**src/rtl/iirdf1_pkg.sv**
```systemverilog
`timescale 1ns / 1ps
`default_nettype none

package iirdf1_pkg;

  // Filter length (feedforward taps; feedback uses TAPS-1 taps)
  localparam int TAPS_DEFAULT = 8;

  localparam int SMP_W     = 16;
  localparam int COEF_W    = 32;
  localparam int CFG_W     = 64;
  localparam int NUM_CFG   = 8;
  localparam int CFG_IDX_W = 3;
  localparam int FRAC_W    = 28;
  localparam int PROD_W    = COEF_W + SMP_W;
  // 15 products of at most 2^46 in magnitude fit comfortably
  localparam int ACC_W     = PROD_W + 4;
  localparam int YFULL_W   = ACC_W - FRAC_W;

  // Register indices
  localparam logic [CFG_IDX_W-1:0] CFG_B01 = 3'd0;
  localparam logic [CFG_IDX_W-1:0] CFG_B23 = 3'd1;
  localparam logic [CFG_IDX_W-1:0] CFG_B45 = 3'd2;
  localparam logic [CFG_IDX_W-1:0] CFG_B67 = 3'd3;
  localparam logic [CFG_IDX_W-1:0] CFG_A12 = 3'd4;
  localparam logic [CFG_IDX_W-1:0] CFG_A34 = 3'd5;
  localparam logic [CFG_IDX_W-1:0] CFG_A56 = 3'd6;
  localparam logic [CFG_IDX_W-1:0] CFG_A7  = 3'd7;

  // b0 = 1.0 in Q4.28, all else zero
  localparam logic [CFG_W-1:0] CFG_RESET [NUM_CFG] = '{
    64'h0000_0000_1000_0000, 64'h0, 64'h0, 64'h0,
    64'h0, 64'h0, 64'h0, 64'h0
  };

  typedef enum logic [1:0] {
    ST_IDLE,
    ST_MAC,
    ST_DRAIN,
    ST_FIN
  } iirdf1_state_e;

endpackage

`default_nettype wire

```
**src/rtl/iirdf1_if.sv**
```systemverilog
`timescale 1ns / 1ps
`default_nettype none

interface iirdf1_in_if;
  logic                                valid;
  logic                                ready;
  logic signed [iirdf1_pkg::SMP_W-1:0] sample_in;
  logic                                last_in_buffer;

  modport source (output valid, output sample_in, output last_in_buffer, input ready);
  modport sink   (input valid, input sample_in, input last_in_buffer, output ready);
endinterface

interface iirdf1_out_if;
  logic                                valid;
  logic                                ready;
  logic signed [iirdf1_pkg::SMP_W-1:0] sample_out;
  logic                                saturated;

  modport source (output valid, output sample_out, output saturated, input ready);
  modport sink   (input valid, input sample_out, input saturated, output ready);
endinterface

`default_nettype wire

```
**src/rtl/iir_direct_form1_filter_unit.sv**
```systemverilog
`timescale 1ns / 1ps
`default_nettype none

// Direct form I IIR filter on signed 16-bit samples, one output per input.
// y[n] = sum b[k]*x[n-k] - sum a[l]*y[n-l], coefficients signed Q4.28, packed
// two per 64-bit register (reg 7 holds a7 alone). A lower order is set by
// zeroing unused taps. The exact sum is rounded half up, floored and clipped
// to int16; saturated flags a clip. Feedback uses the clipped outputs.
// Both histories clear after a sample transferred with last_in_buffer set.
// One shared 32x16 multiplier and an accumulator run the 2*TAPS-1 products
// in sequence, pipelined one product per cycle. After the input transfer the
// sequencer steps through MAC, DRAIN and FIN, where the result is written to
// the output register, and only then returns to IDLE to take the next sample,
// so a new sample is not accepted while one is in progress. A finished
// result is held in the output register, so the next sample may be
// transferred while it waits; the sequencer only stalls at the end of a
// sample if the previous result has still not been taken.
// Coefficient writes are to be made while the filter is idle.

module iir_direct_form1_filter_unit #(
  parameter int TAPS = iirdf1_pkg::TAPS_DEFAULT
) (
  input  wire logic                              clk_i,
  input  wire logic                              rst_ni,
  input  wire logic                              cfg_we_i,
  input  wire logic [iirdf1_pkg::CFG_IDX_W-1:0]  cfg_idx_i,
  input  wire logic [iirdf1_pkg::CFG_W-1:0]      cfg_wdata_i,
  iirdf1_in_if.sink                              in_i,
  iirdf1_out_if.source                           out_o
);

  import iirdf1_pkg::*;

  localparam int HIST = (TAPS > 1) ? TAPS - 1 : 1;
  localparam int TW   = (TAPS > 1) ? $clog2(TAPS) : 1;
  localparam int HW   = (HIST > 1) ? $clog2(HIST) : 1;
  localparam logic [TW-1:0] TAP_LAST = TW'(TAPS - 1);

  localparam logic signed [ACC_W-1:0]   HALF_LSB = ACC_W'(1) << (FRAC_W - 1);
  localparam logic signed [YFULL_W-1:0] Y_MAX    = YFULL_W'(32767);
  localparam logic signed [YFULL_W-1:0] Y_MIN    = -YFULL_W'(32768);

  // ---------------------------------------------------------------------
  // Coefficient registers
  // ---------------------------------------------------------------------
  logic [CFG_W-1:0] cfg_q [NUM_CFG];

  always_ff @(posedge clk_i or negedge rst_ni) begin
    if (!rst_ni) begin
      for (int i = 0; i < NUM_CFG; i++) begin
        cfg_q[i] <= CFG_RESET[i];
      end
    end else if (cfg_we_i) begin
      if (cfg_idx_i == CFG_A7) begin
        cfg_q[cfg_idx_i] <= {{(CFG_W-COEF_W){1'b0}}, cfg_wdata_i[COEF_W-1:0]};
      end else begin
        cfg_q[cfg_idx_i] <= cfg_wdata_i;
      end
    end
  end

  // ---------------------------------------------------------------------
  // Sequencer and datapath state
  // ---------------------------------------------------------------------
  iirdf1_state_e state_q, state_d;

  logic [TW-1:0]              tap_q, tap_d;
  logic                       fb_q, fb_d;       // feedback half of the tap
  logic signed [SMP_W-1:0]    x_q, x_d;
  logic                       last_q, last_d;
  logic signed [PROD_W-1:0]   prod_q, prod_d;
  logic                       prod_neg_q, prod_neg_d;
  logic                       prod_vld_q, prod_vld_d;
  logic signed [ACC_W-1:0]    acc_q, acc_d;

  logic signed [SMP_W-1:0]    xh_q [HIST];
  logic signed [SMP_W-1:0]    yh_q [HIST];

  logic signed [SMP_W-1:0]    out_smp_q, out_smp_d;
  logic                       out_sat_q, out_sat_d;
  logic                       out_vld_q, out_vld_d;

  logic in_fire;
  logic last_issue;
  logic out_free;
  logic fin_fire;

  assign in_fire    = in_i.valid && in_i.ready;
  assign last_issue = (tap_q == TAP_LAST) && (fb_q || (TAPS == 1));
  assign out_free   = !out_vld_q || out_o.ready;
  assign fin_fire   = (state_q == ST_FIN) && out_free;

  // Next state
  always_comb begin
    state_d = state_q;
    case (state_q)
      ST_IDLE:  if (in_fire) state_d = ST_MAC;
      ST_MAC:   if (last_issue) state_d = ST_DRAIN;
      ST_DRAIN: state_d = ST_FIN;
      ST_FIN:   if (out_free) state_d = ST_IDLE;
      default:  state_d = ST_IDLE;
    endcase
  end

  // Operand selection for the shared multiplier
  logic [2:0]              tap3, tap3_m1;
  logic [CFG_IDX_W-1:0]    coef_reg;
  logic                    coef_hi;
  logic signed [COEF_W-1:0] coef_sel;
  logic [HW-1:0]           hidx;
  logic signed [SMP_W-1:0] data_sel;

  always_comb begin
    tap3    = 3'(tap_q);
    tap3_m1 = tap3 - 3'd1;
    hidx    = HW'(tap_q - TW'(1));
    if (!fb_q) begin
      // b[k]: reg k/2, half k%2
      coef_reg = {1'b0, tap3[2:1]};
      coef_hi  = tap3[0];
      data_sel = (tap_q == '0) ? x_q : xh_q[hidx];
    end else begin
      // a[k]: reg 4 + (k-1)/2, half (k-1)%2
      coef_reg = {1'b1, tap3_m1[2:1]};
      coef_hi  = tap3_m1[0];
      data_sel = yh_q[hidx];
    end
    coef_sel = coef_hi ? cfg_q[coef_reg][CFG_W-1:COEF_W] : cfg_q[coef_reg][COEF_W-1:0];
  end

  // Rounding and clipping
  logic signed [ACC_W-1:0]   acc_rnd;
  logic signed [YFULL_W-1:0] y_full;

  assign acc_rnd = acc_q + HALF_LSB;
  assign y_full  = acc_rnd[ACC_W-1:FRAC_W];

  // Datapath and output controls
  always_comb begin
    tap_d      = tap_q;
    fb_d       = fb_q;
    x_d        = x_q;
    last_d     = last_q;
    prod_d     = prod_q;
    prod_neg_d = prod_neg_q;
    prod_vld_d = prod_vld_q;
    acc_d      = acc_q;
    out_smp_d  = out_smp_q;
    out_sat_d  = out_sat_q;
    out_vld_d  = out_vld_q && !out_o.ready;

    case (state_q)
      ST_IDLE: begin
        if (in_fire) begin
          x_d        = in_i.sample_in;
          last_d     = in_i.last_in_buffer;
          tap_d      = '0;
          fb_d       = 1'b0;
          acc_d      = '0;
          prod_vld_d = 1'b0;
        end
      end
      ST_MAC: begin
        prod_d     = coef_sel * data_sel;
        prod_neg_d = fb_q;
        prod_vld_d = 1'b1;
        if (prod_vld_q) begin
          acc_d = prod_neg_q ? acc_q - ACC_W'(prod_q) : acc_q + ACC_W'(prod_q);
        end
        if (!fb_q && (tap_q != '0)) begin
          fb_d = 1'b1;
        end else begin
          fb_d  = 1'b0;
          tap_d = tap_q + TW'(1);
        end
      end
      ST_DRAIN: begin
        if (prod_vld_q) begin
          acc_d = prod_neg_q ? acc_q - ACC_W'(prod_q) : acc_q + ACC_W'(prod_q);
        end
        prod_vld_d = 1'b0;
      end
      ST_FIN: begin
        if (out_free) begin
          out_vld_d = 1'b1;
          if (y_full > Y_MAX) begin
            out_smp_d = SMP_W'(32767);
            out_sat_d = 1'b1;
          end else if (y_full < Y_MIN) begin
            out_smp_d = -SMP_W'(32768);
            out_sat_d = 1'b1;
          end else begin
            out_smp_d = y_full[SMP_W-1:0];
            out_sat_d = 1'b0;
          end
        end
      end
      default: ;
    endcase
  end

  always_ff @(posedge clk_i or negedge rst_ni) begin
    if (!rst_ni) begin
      state_q    <= ST_IDLE;
      tap_q      <= '0;
      fb_q       <= 1'b0;
      prod_vld_q <= 1'b0;
      out_vld_q  <= 1'b0;
    end else begin
      state_q    <= state_d;
      tap_q      <= tap_d;
      fb_q       <= fb_d;
      prod_vld_q <= prod_vld_d;
      out_vld_q  <= out_vld_d;
    end
  end

  always_ff @(posedge clk_i) begin
    x_q        <= x_d;
    last_q     <= last_d;
    prod_q     <= prod_d;
    prod_neg_q <= prod_neg_d;
    acc_q      <= acc_d;
    out_smp_q  <= out_smp_d;
    out_sat_q  <= out_sat_d;
  end

  // History lines: shift in the finished sample pair, clear at end of buffer
  always_ff @(posedge clk_i or negedge rst_ni) begin
    if (!rst_ni) begin
      for (int i = 0; i < HIST; i++) begin
        xh_q[i] <= '0;
        yh_q[i] <= '0;
      end
    end else if (fin_fire) begin
      if (last_q) begin
        for (int i = 0; i < HIST; i++) begin
          xh_q[i] <= '0;
          yh_q[i] <= '0;
        end
      end else begin
        for (int i = HIST - 1; i > 0; i--) begin
          xh_q[i] <= xh_q[i-1];
          yh_q[i] <= yh_q[i-1];
        end
        xh_q[0] <= x_q;
        yh_q[0] <= out_smp_d;
      end
    end
  end

  assign in_i.ready       = (state_q == ST_IDLE);
  assign out_o.valid      = out_vld_q;
  assign out_o.sample_out = out_smp_q;
  assign out_o.saturated  = out_sat_q;

  // ---------------------------------------------------------------------
  // Assertions
  // ---------------------------------------------------------------------
  a_start_clean: assert property (@(posedge clk_i) disable iff (!rst_ni)
    in_fire |=> (state_q == ST_MAC) && !prod_vld_q && (tap_q == '0))
    else $error("sample transfer did not start a clean MAC sequence");

  a_fin_holds: assert property (@(posedge clk_i) disable iff (!rst_ni)
    (state_q == ST_FIN) && out_vld_q && !out_o.ready |=> (state_q == ST_FIN))
    else $error("result overwritten while output register still full");

  a_out_from_fin: assert property (@(posedge clk_i) disable iff (!rst_ni)
    $rose(out_vld_q) |-> ($past(state_q) == ST_FIN))
    else $error("output became valid outside the finish step");

  a_sat_clipped: assert property (@(posedge clk_i) disable iff (!rst_ni)
    out_vld_q && out_sat_q |-> (out_smp_q == SMP_W'(32767)) ||
                               (out_smp_q == -SMP_W'(32768)))
    else $error("saturated flag set on an unclipped value");

endmodule

`default_nettype wire

```
**src/flat_wrapper.sv**
```systemverilog
// flat-port wrapper written by rule: the top's interface ports become plain ports
module iir_direct_form1_filter_unit_flat import iirdf1_pkg::*;
#(
  parameter int TAPS = iirdf1_pkg::TAPS_DEFAULT
)
  (clk_i, rst_ni, cfg_we_i, cfg_idx_i, cfg_wdata_i, in_i_valid, in_i_sample_in, in_i_last_in_buffer, in_i_ready, out_o_valid, out_o_sample_out, out_o_saturated, out_o_ready);
  iirdf1_in_if in_i_i ();
  iirdf1_out_if out_o_i ();
  input  wire logic clk_i;
  input  wire logic rst_ni;
  input  wire logic cfg_we_i;
  input  wire logic [iirdf1_pkg::CFG_IDX_W-1:0] cfg_idx_i;
  input  wire logic [iirdf1_pkg::CFG_W-1:0] cfg_wdata_i;
  input wire logic [$bits(in_i_i.valid)-1:0] in_i_valid;
  input wire logic [$bits(in_i_i.sample_in)-1:0] in_i_sample_in;
  input wire logic [$bits(in_i_i.last_in_buffer)-1:0] in_i_last_in_buffer;
  output wire logic [$bits(in_i_i.ready)-1:0] in_i_ready;
  output wire logic [$bits(out_o_i.valid)-1:0] out_o_valid;
  output wire logic [$bits(out_o_i.sample_out)-1:0] out_o_sample_out;
  output wire logic [$bits(out_o_i.saturated)-1:0] out_o_saturated;
  input wire logic [$bits(out_o_i.ready)-1:0] out_o_ready;
  assign in_i_i.valid = in_i_valid;
  assign in_i_i.sample_in = in_i_sample_in;
  assign in_i_i.last_in_buffer = in_i_last_in_buffer;
  assign in_i_ready = in_i_i.ready;
  assign out_o_valid = out_o_i.valid;
  assign out_o_sample_out = out_o_i.sample_out;
  assign out_o_saturated = out_o_i.saturated;
  assign out_o_i.ready = out_o_ready;
  iir_direct_form1_filter_unit #(.TAPS(TAPS)) u_core (.clk_i(clk_i), .rst_ni(rst_ni), .cfg_we_i(cfg_we_i), .cfg_idx_i(cfg_idx_i), .cfg_wdata_i(cfg_wdata_i), .in_i(in_i_i), .out_o(out_o_i));
endmodule
```
**config.mk**
```make
export PLATFORM = sky130hd
export DESIGN_NAME = iir_direct_form1_filter_unit_flat
export DESIGN_NICKNAME = d
export VERILOG_FILES = /design/src/rtl/iirdf1_pkg.sv /design/src/rtl/iirdf1_if.sv /design/src/rtl/iir_direct_form1_filter_unit.sv /design/src/flat_wrapper.sv
export SDC_FILE = /design/constraint.sdc
export NUM_CORES = 2
export LEC_CHECK = 0
export BUFFER_PORTS_ARGS = -buffer_cell sky130_fd_sc_hd__buf_2
export CELL_PAD_IN_SITES_DETAIL_PLACEMENT = 1
export CELL_PAD_IN_SITES_GLOBAL_PLACEMENT = 1
export CORE_ASPECT_RATIO = 1.25
export CORE_MARGIN = 2
export CORE_UTILIZATION = 51
export CTS_BUF_LIST = sky130_fd_sc_hd__clkbuf_2
export DETAILED_ROUTE_END_ITERATION = 16
export MAX_ROUTING_LAYER = met4
export PLACE_DENSITY_LB_ADDON = 0.1
export SLEW_MARGIN = 10
export SYNTH_ARGS = -nofsm -noshare
export SYNTH_HDL_FRONTEND = slang
export SYNTH_SLANG_ARGS = --single-unit
```
**constraint.sdc**
```tcl
create_clock -name clk_i -period 17.3 [get_ports clk_i]
set_input_delay 0.865 -clock clk_i [delete_from_list [all_inputs] [get_ports clk_i]]
set_output_delay 0.865 -clock clk_i [all_outputs]
set_load 0.01 [all_outputs]
```
Word-level counts from Yosys, hierarchy flattened --
Index checks and enable logic that the tools add are counted.
Operators by class: order comparisons 6, multiply operators 1, reduce and logical (&&, ||, !) cells 24, eq/ne operators 10, bitwise gates (word level) 3, multiplexer cells 43, $add $sub $neg 5
Operators by type and width (count):
- 512-bit bitwise mux | 2
- 512-bit two-way mux | 1
- 112-bit two-way mux | 2
- 64-bit binary-select mux with 3-bit select | 1
- 64-bit demux with 3-bit select | 1
- 64-bit two-way mux | 3
- 16-bit two-way mux | 10
- 52-bit two-way mux | 3
- 52-bit one-hot mux with 2 select lines | 1
- 16-bit binary-select mux with 3-bit select | 2
- 52-bit by 29-bit adder with 52-bit output (second input constant) | 1
- 52-bit by 48-bit adder with 52-bit output | 1
- 52-bit by 48-bit subtractor with 52-bit output | 1
- 32-bit by 16-bit multiplier with 48-bit output | 1
- 32-bit two-way mux | 1
- 24-bit by 16-bit > comparator with 1-bit output (second input constant) | 1
- 24-bit by 16-bit less-than comparator with 1-bit output (second input constant) | 1
- 4-bit >= comparator (second input constant) | 3
- 3-bit NOT with 4-bit output | 3
- 3-bit two-way mux | 3
- 3-bit AND reduction | 3
- 2-bit one-hot mux with 4 select lines | 1
- 2-bit AND reduction | 4
- 3-bit == test (second input constant) | 2
- other kinds (20) | 40
Word-level totals: register bits after elaboration 879, input bits 89, word-level logic and storage cells 126

Longest topological paths before layout --
word-level depth 8, mapped depth 38

Least setup slack after synthesis --
Ideal clock, no wire load.
path type flip-flop to flip-flop, start point register u_core.tap_q[0], in the netlist u_core.tap3[0], end point register u_core.prod_q[46] (data pin), buffers on the path 5, stages on the path, launching flop included 31, path slack 8483 ps, arrival time 8681 ps, required time 17164 ps, cells stage by stage dfrtp_1 -> buf_2 -> inv_1 -> clkbuf_1 -> ha_1 -> mux2i_4 -> buf_6 -> buf_2 -> mux4_2 -> mux4_2 -> buf_2 -> nand2_1 -> fa_1 -> fa_1 -> fa_1 -> inv_1 -> fa_1 -> fa_1 -> inv_1 -> fa_1 -> inv_1 -> ha_1 -> nand2_1 -> or3_1 -> a2111oi_2 -> o31a_1 -> nor4_1 -> o211ai_1 -> nand2_1 -> or4_1 -> nand3b_1
On the way: cells in the longest elaborated chain, start to end 8
RTL lines:
- from (decl) | line iir_direct_form1_filter_unit.sv:67 | logic [TW-1:0] tap_q, tap_d;
- from (signal assigned) | line iir_direct_form1_filter_unit.sv:211 | tap_q <= tap_d;
- 3-bit by 1-bit subtractor with 3-bit output | line iir_direct_form1_filter_unit.sv:115, iir_direct_form1_filter_unit.sv:116
- 3-bit two-way mux / 3-bit NOT with 4-bit output (equally long branches) | line iir_direct_form1_filter_unit.sv:117, iir_direct_form1_filter_unit.sv:121, iir_direct_form1_filter_unit.sv:126
- 3-bit NOT with 4-bit output (implied by the code) / 16-bit binary-select mux with 3-bit select (equally long branches) | line iir_direct_form1_filter_unit.sv:128, iir_direct_form1_filter_unit.sv:121
- 64-bit binary-select mux with 3-bit select / 16-bit two-way mux (equally long branches) | line iir_direct_form1_filter_unit.sv:128, iir_direct_form1_filter_unit.sv:121
- 64-bit two-way mux (implied by the code) / 16-bit two-way mux (equally long branches) (2 in a row) | line iir_direct_form1_filter_unit.sv:128, iir_direct_form1_filter_unit.sv:121
- 32-bit two-way mux / 16-bit two-way mux (equally long branches) | line iir_direct_form1_filter_unit.sv:128, iir_direct_form1_filter_unit.sv:117
- 32-bit by 16-bit multiplier with 48-bit output (*) | line iir_direct_form1_filter_unit.sv:164 | prod_d = coef_sel * data_sel;
- to (signal assigned) | line iir_direct_form1_filter_unit.sv:221 | prod_q <= prod_d;
- to (decl) | line iir_direct_form1_filter_unit.sv:71 | logic signed [PROD_W-1:0] prod_q, prod_d;
Mark *: on every way between the ends. The rest lies on a longest branch, timed or not. The select of a mux whose other input is x is not followed. A chain may end at the register's enable or synchronous reset.

Worst setup path after layout --
Ends and elaborated chain as after synthesis.

==> results.md <==
* Status: finished, final reports clean
* Area leader, netlist: dfrtp_1
* Clock sinks at 879
* Syn avg cell area at 10.77 um^2
* Hold Fails Final Rpt at 0
* Ports at 108
* Vias in the first global route at 49420
* Synth Instances at 5690
* Worst slew pin tran at 1.233 ns
* CP delay by family, top: adder cells
* Root Buffer: clkbuf_2
* Worst hold path type: in -> reg
* Yosys top cell area share at 30.34%
* Most frequent CP cell: fa_1
* Critical path arrival at 12.53 ns
* CTS tree: built
* CP Capture Type: register
* #FFs+latches synth at 879
* GPL Wtd Cong at 0.8508
* Synth-to-layout area growth at 9.150%
* Sequential share of the synthesized area at 36.73%
* Post-synth EDFFs at 119
* Synth warnings at 0
* DRT Pass-1 Iters at 6
* RSZ-0062 raised after global routing: false
* WHS at 0.2564 ns
* Post-Syn Area at 61290 um^2
* Port bufs at 107
* Resized Gates After CTS at 0
* Remaining DRCs at 0
* Post-synth ARST share at 84.64%
* Aggregate global-route resource usage at 29.64%
* CP required at 18.75 ns
* Slew margin rel. at 17.82%
* Mapped Nets at 6441
* Largest stage delay, worst path at 0.89 ns
* Placed cells at 7109
* Core ar. at 119600 um^2
* Antenna Nets Post-Route at 0
* Fin Setup TNS at 0 ns
* Worst Setup Start Kind: register
* Routed WL at 173300 um
* Critical path class: reg -> reg
* DRT iter0 DRCs at 2390
* Antenna violations before repair at 8
* Worst-path clk slew at 0.11 ns
* Share of layout cells above drive strength 1 at 19.77%
* Top_reg_cell synth: dfrtp_1
* # rows at 142
* CP max FO at 46
* Slew Viols, Final at 0
* First-pass GRT wire length at 277000 um
* Final setup viols at 0
* Setup Skew at 0.1176 ns
* Gr ovfl total at 0
* Maximum clock rate at 90.21 MHz
* Critical path depth in cells at 31
* Max clock buf depth at 3
* Slowest cell on crit path: o21a_2
* Vias per cell at 5.732
* Tmin final at 11.09 ns
* CTS Buf Count at 221
* # fillers at 12900
* Max Cap Viol at 0
* Hold Path Depth at 3
* Clock Latency Late Sink at 1.69 ns
* Initial Utilization at 51.26%
* Number of nets in the layout at 6678
* Placed wire-length estimate at 113800 um
* Die area at 123000 um^2
* Post-Layout Cell Count at 7678
* Library cells used by synthesis at 85
* Largest net degree at the start of global routing at 212
* R2R cell count at 31
* Routed vias at 44010
* Htree depth at 4
* Final cycle utilization of the critical path at 64.08%
* Wire per inst at 22.57 um
* CP bufs+invs at 5
* Dominant cells by area after synthesis: dfrtp_1, fa_1, mux2_2
* Die W at 314.1 um
* Chip height at 391.6 um
## tightest hold or removal path, cell delays in order
cell and delay, ns:
dlygate4sd3_1 0.61, buf_2 0.20, mux2_2 0.16
## timing repair
item,4_1_cts,5_1_grt
hold buffers,179,0
buffers inserted,0,0
endpoints found under the hold margin,941,0
## kinds of logic after synthesis
family / Yosys count / synth area share, %
AND/OR/NAND/NOR: 1751 / 13.86
buffers and inverters: 906 / 5.798
flip-flops: 879 / 36.73
multiplexers: 706 / 15.08
adder cells (fa/ha/maj): 662 / 19.48
AO/OA/AOI/OAI: 621 / 6.682
XOR/XNOR: 165 / 2.370
## synth_stat cells, types with 24 or more instances
| master | n |
|---|---|
| xnor2_1 | 122 |
| xor2_1 | 42 |
| clkbuf_1 | 234 |
| and2_1 | 64 |
| nor3_1 | 32 |
| a221oi_1 | 68 |
| a21o_1 | 61 |
| o22ai_1 | 24 |
| inv_1 | 567 |
| buf_2 | 68 |
| a21oi_1 | 184 |
| o21ai_0 | 95 |
| dfrtp_1 | 743 |
| mux2i_1 | 75 |
| fa_1 | 487 |
| a221o_1 | 25 |
| mux2_2 | 508 |
| mux4_2 | 122 |
| a31oi_1 | 40 |
| nand3b_1 | 211 |
| nand3_1 | 24 |
| edfxtp_1 | 119 |
| nor2b_1 | 164 |
| nor2_1 | 271 |
| nand2b_1 | 53 |
| ha_1 | 175 |
| nand2_1 | 832 |
## placed cells by master, fill, tap and decap left out, types with 12 or more instances in the layout
cell type and count:
nand2_1 831, dfrtp_1 740, inv_1 566, mux2_2 508
fa_1 487, clkbuf_2 310, nor2_1 271, nand3b_1 211
a21oi_1 184, dlygate4sd3_1 178, ha_1 173, nor2b_1 163
mux4_2 122, xnor2_1 120, edfxtp_1 119, buf_2 106
o21ai_0 88, mux2i_1 75, a221oi_1 68, and2_1 64
buf_4 62, a21o_1 61, nand2b_1 53, clkinv_1 46
xor2_1 41, a31oi_1 40, nor3_1 30, a221o_1 25
o22ai_1 24, nand3_1 24, nand4_1 23, dfxtp_1 16
a211oi_1 15, o21a_1 14, clkinv_2 12
## per-layer routing
metal / GRT usage (%) / share of wire, %
met3: 4.292 / 3.7
met5: - / 0
met1: 36.31 / 42
met4: 8.508 / 2.3
met2: 51.07 / 52
## metrics by stage
| stage | worst slack [ns] | instance area (um^2) | utilization (%) |
|---|---|---|---|
| after global routing | 5.763 | 66900 | 55.95 |
| final | 6.215 | 66900 | 55.95 |
| after global placement | 6.419 | 63100 | 52.77 |
| after floorplan | 8.483 | 61290 | - |
| after detailed placement | 6.197 | 63100 | 52.77 |
| after CTS | 6.110 | 66880 | 55.93 |
## area by class of cell
cell class | instances | area [um^2] | share of cell area (%)
Timing Repair Buffer | 353 | 2920 | 4.365
Antenna cell | 8 | 20.02 | 0.02993
Clock buffer | 310 | 1551 | 2.319
Sequential cell | 879 | 22520 | 33.67
Inverter | 567 | 2133 | 3.189
Tap cell | 1584 | 1982 | 2.963
Multi-Input combinational cell | 3905 | 35350 | 52.84
Clock inverter | 72 | 417.9 | 0.6247
## final timing paths
path	startpoint	endpoint	slack, ns
setup / recovery	u_core.tap3[0]	u_core.prod_q[46]	6.21
min in group asynchronous	rst_ni	asynchronous set/reset pin	0.34
hold reg to reg	u_core.yh_q[92]	u_core.yh_q[76]	0.47
setup reg to reg	u_core.tap3[0]	u_core.prod_q[46]	6.21
max in group asynchronous	rst_ni	asynchronous set/reset pin	13.60
hold / removal	cfg_wdata_i[47]	u_core.cfg_q[495]	0.26
Power is not shown: default switching activity piles up to over one toggle a cycle in this logic, so the estimate is an artifact.
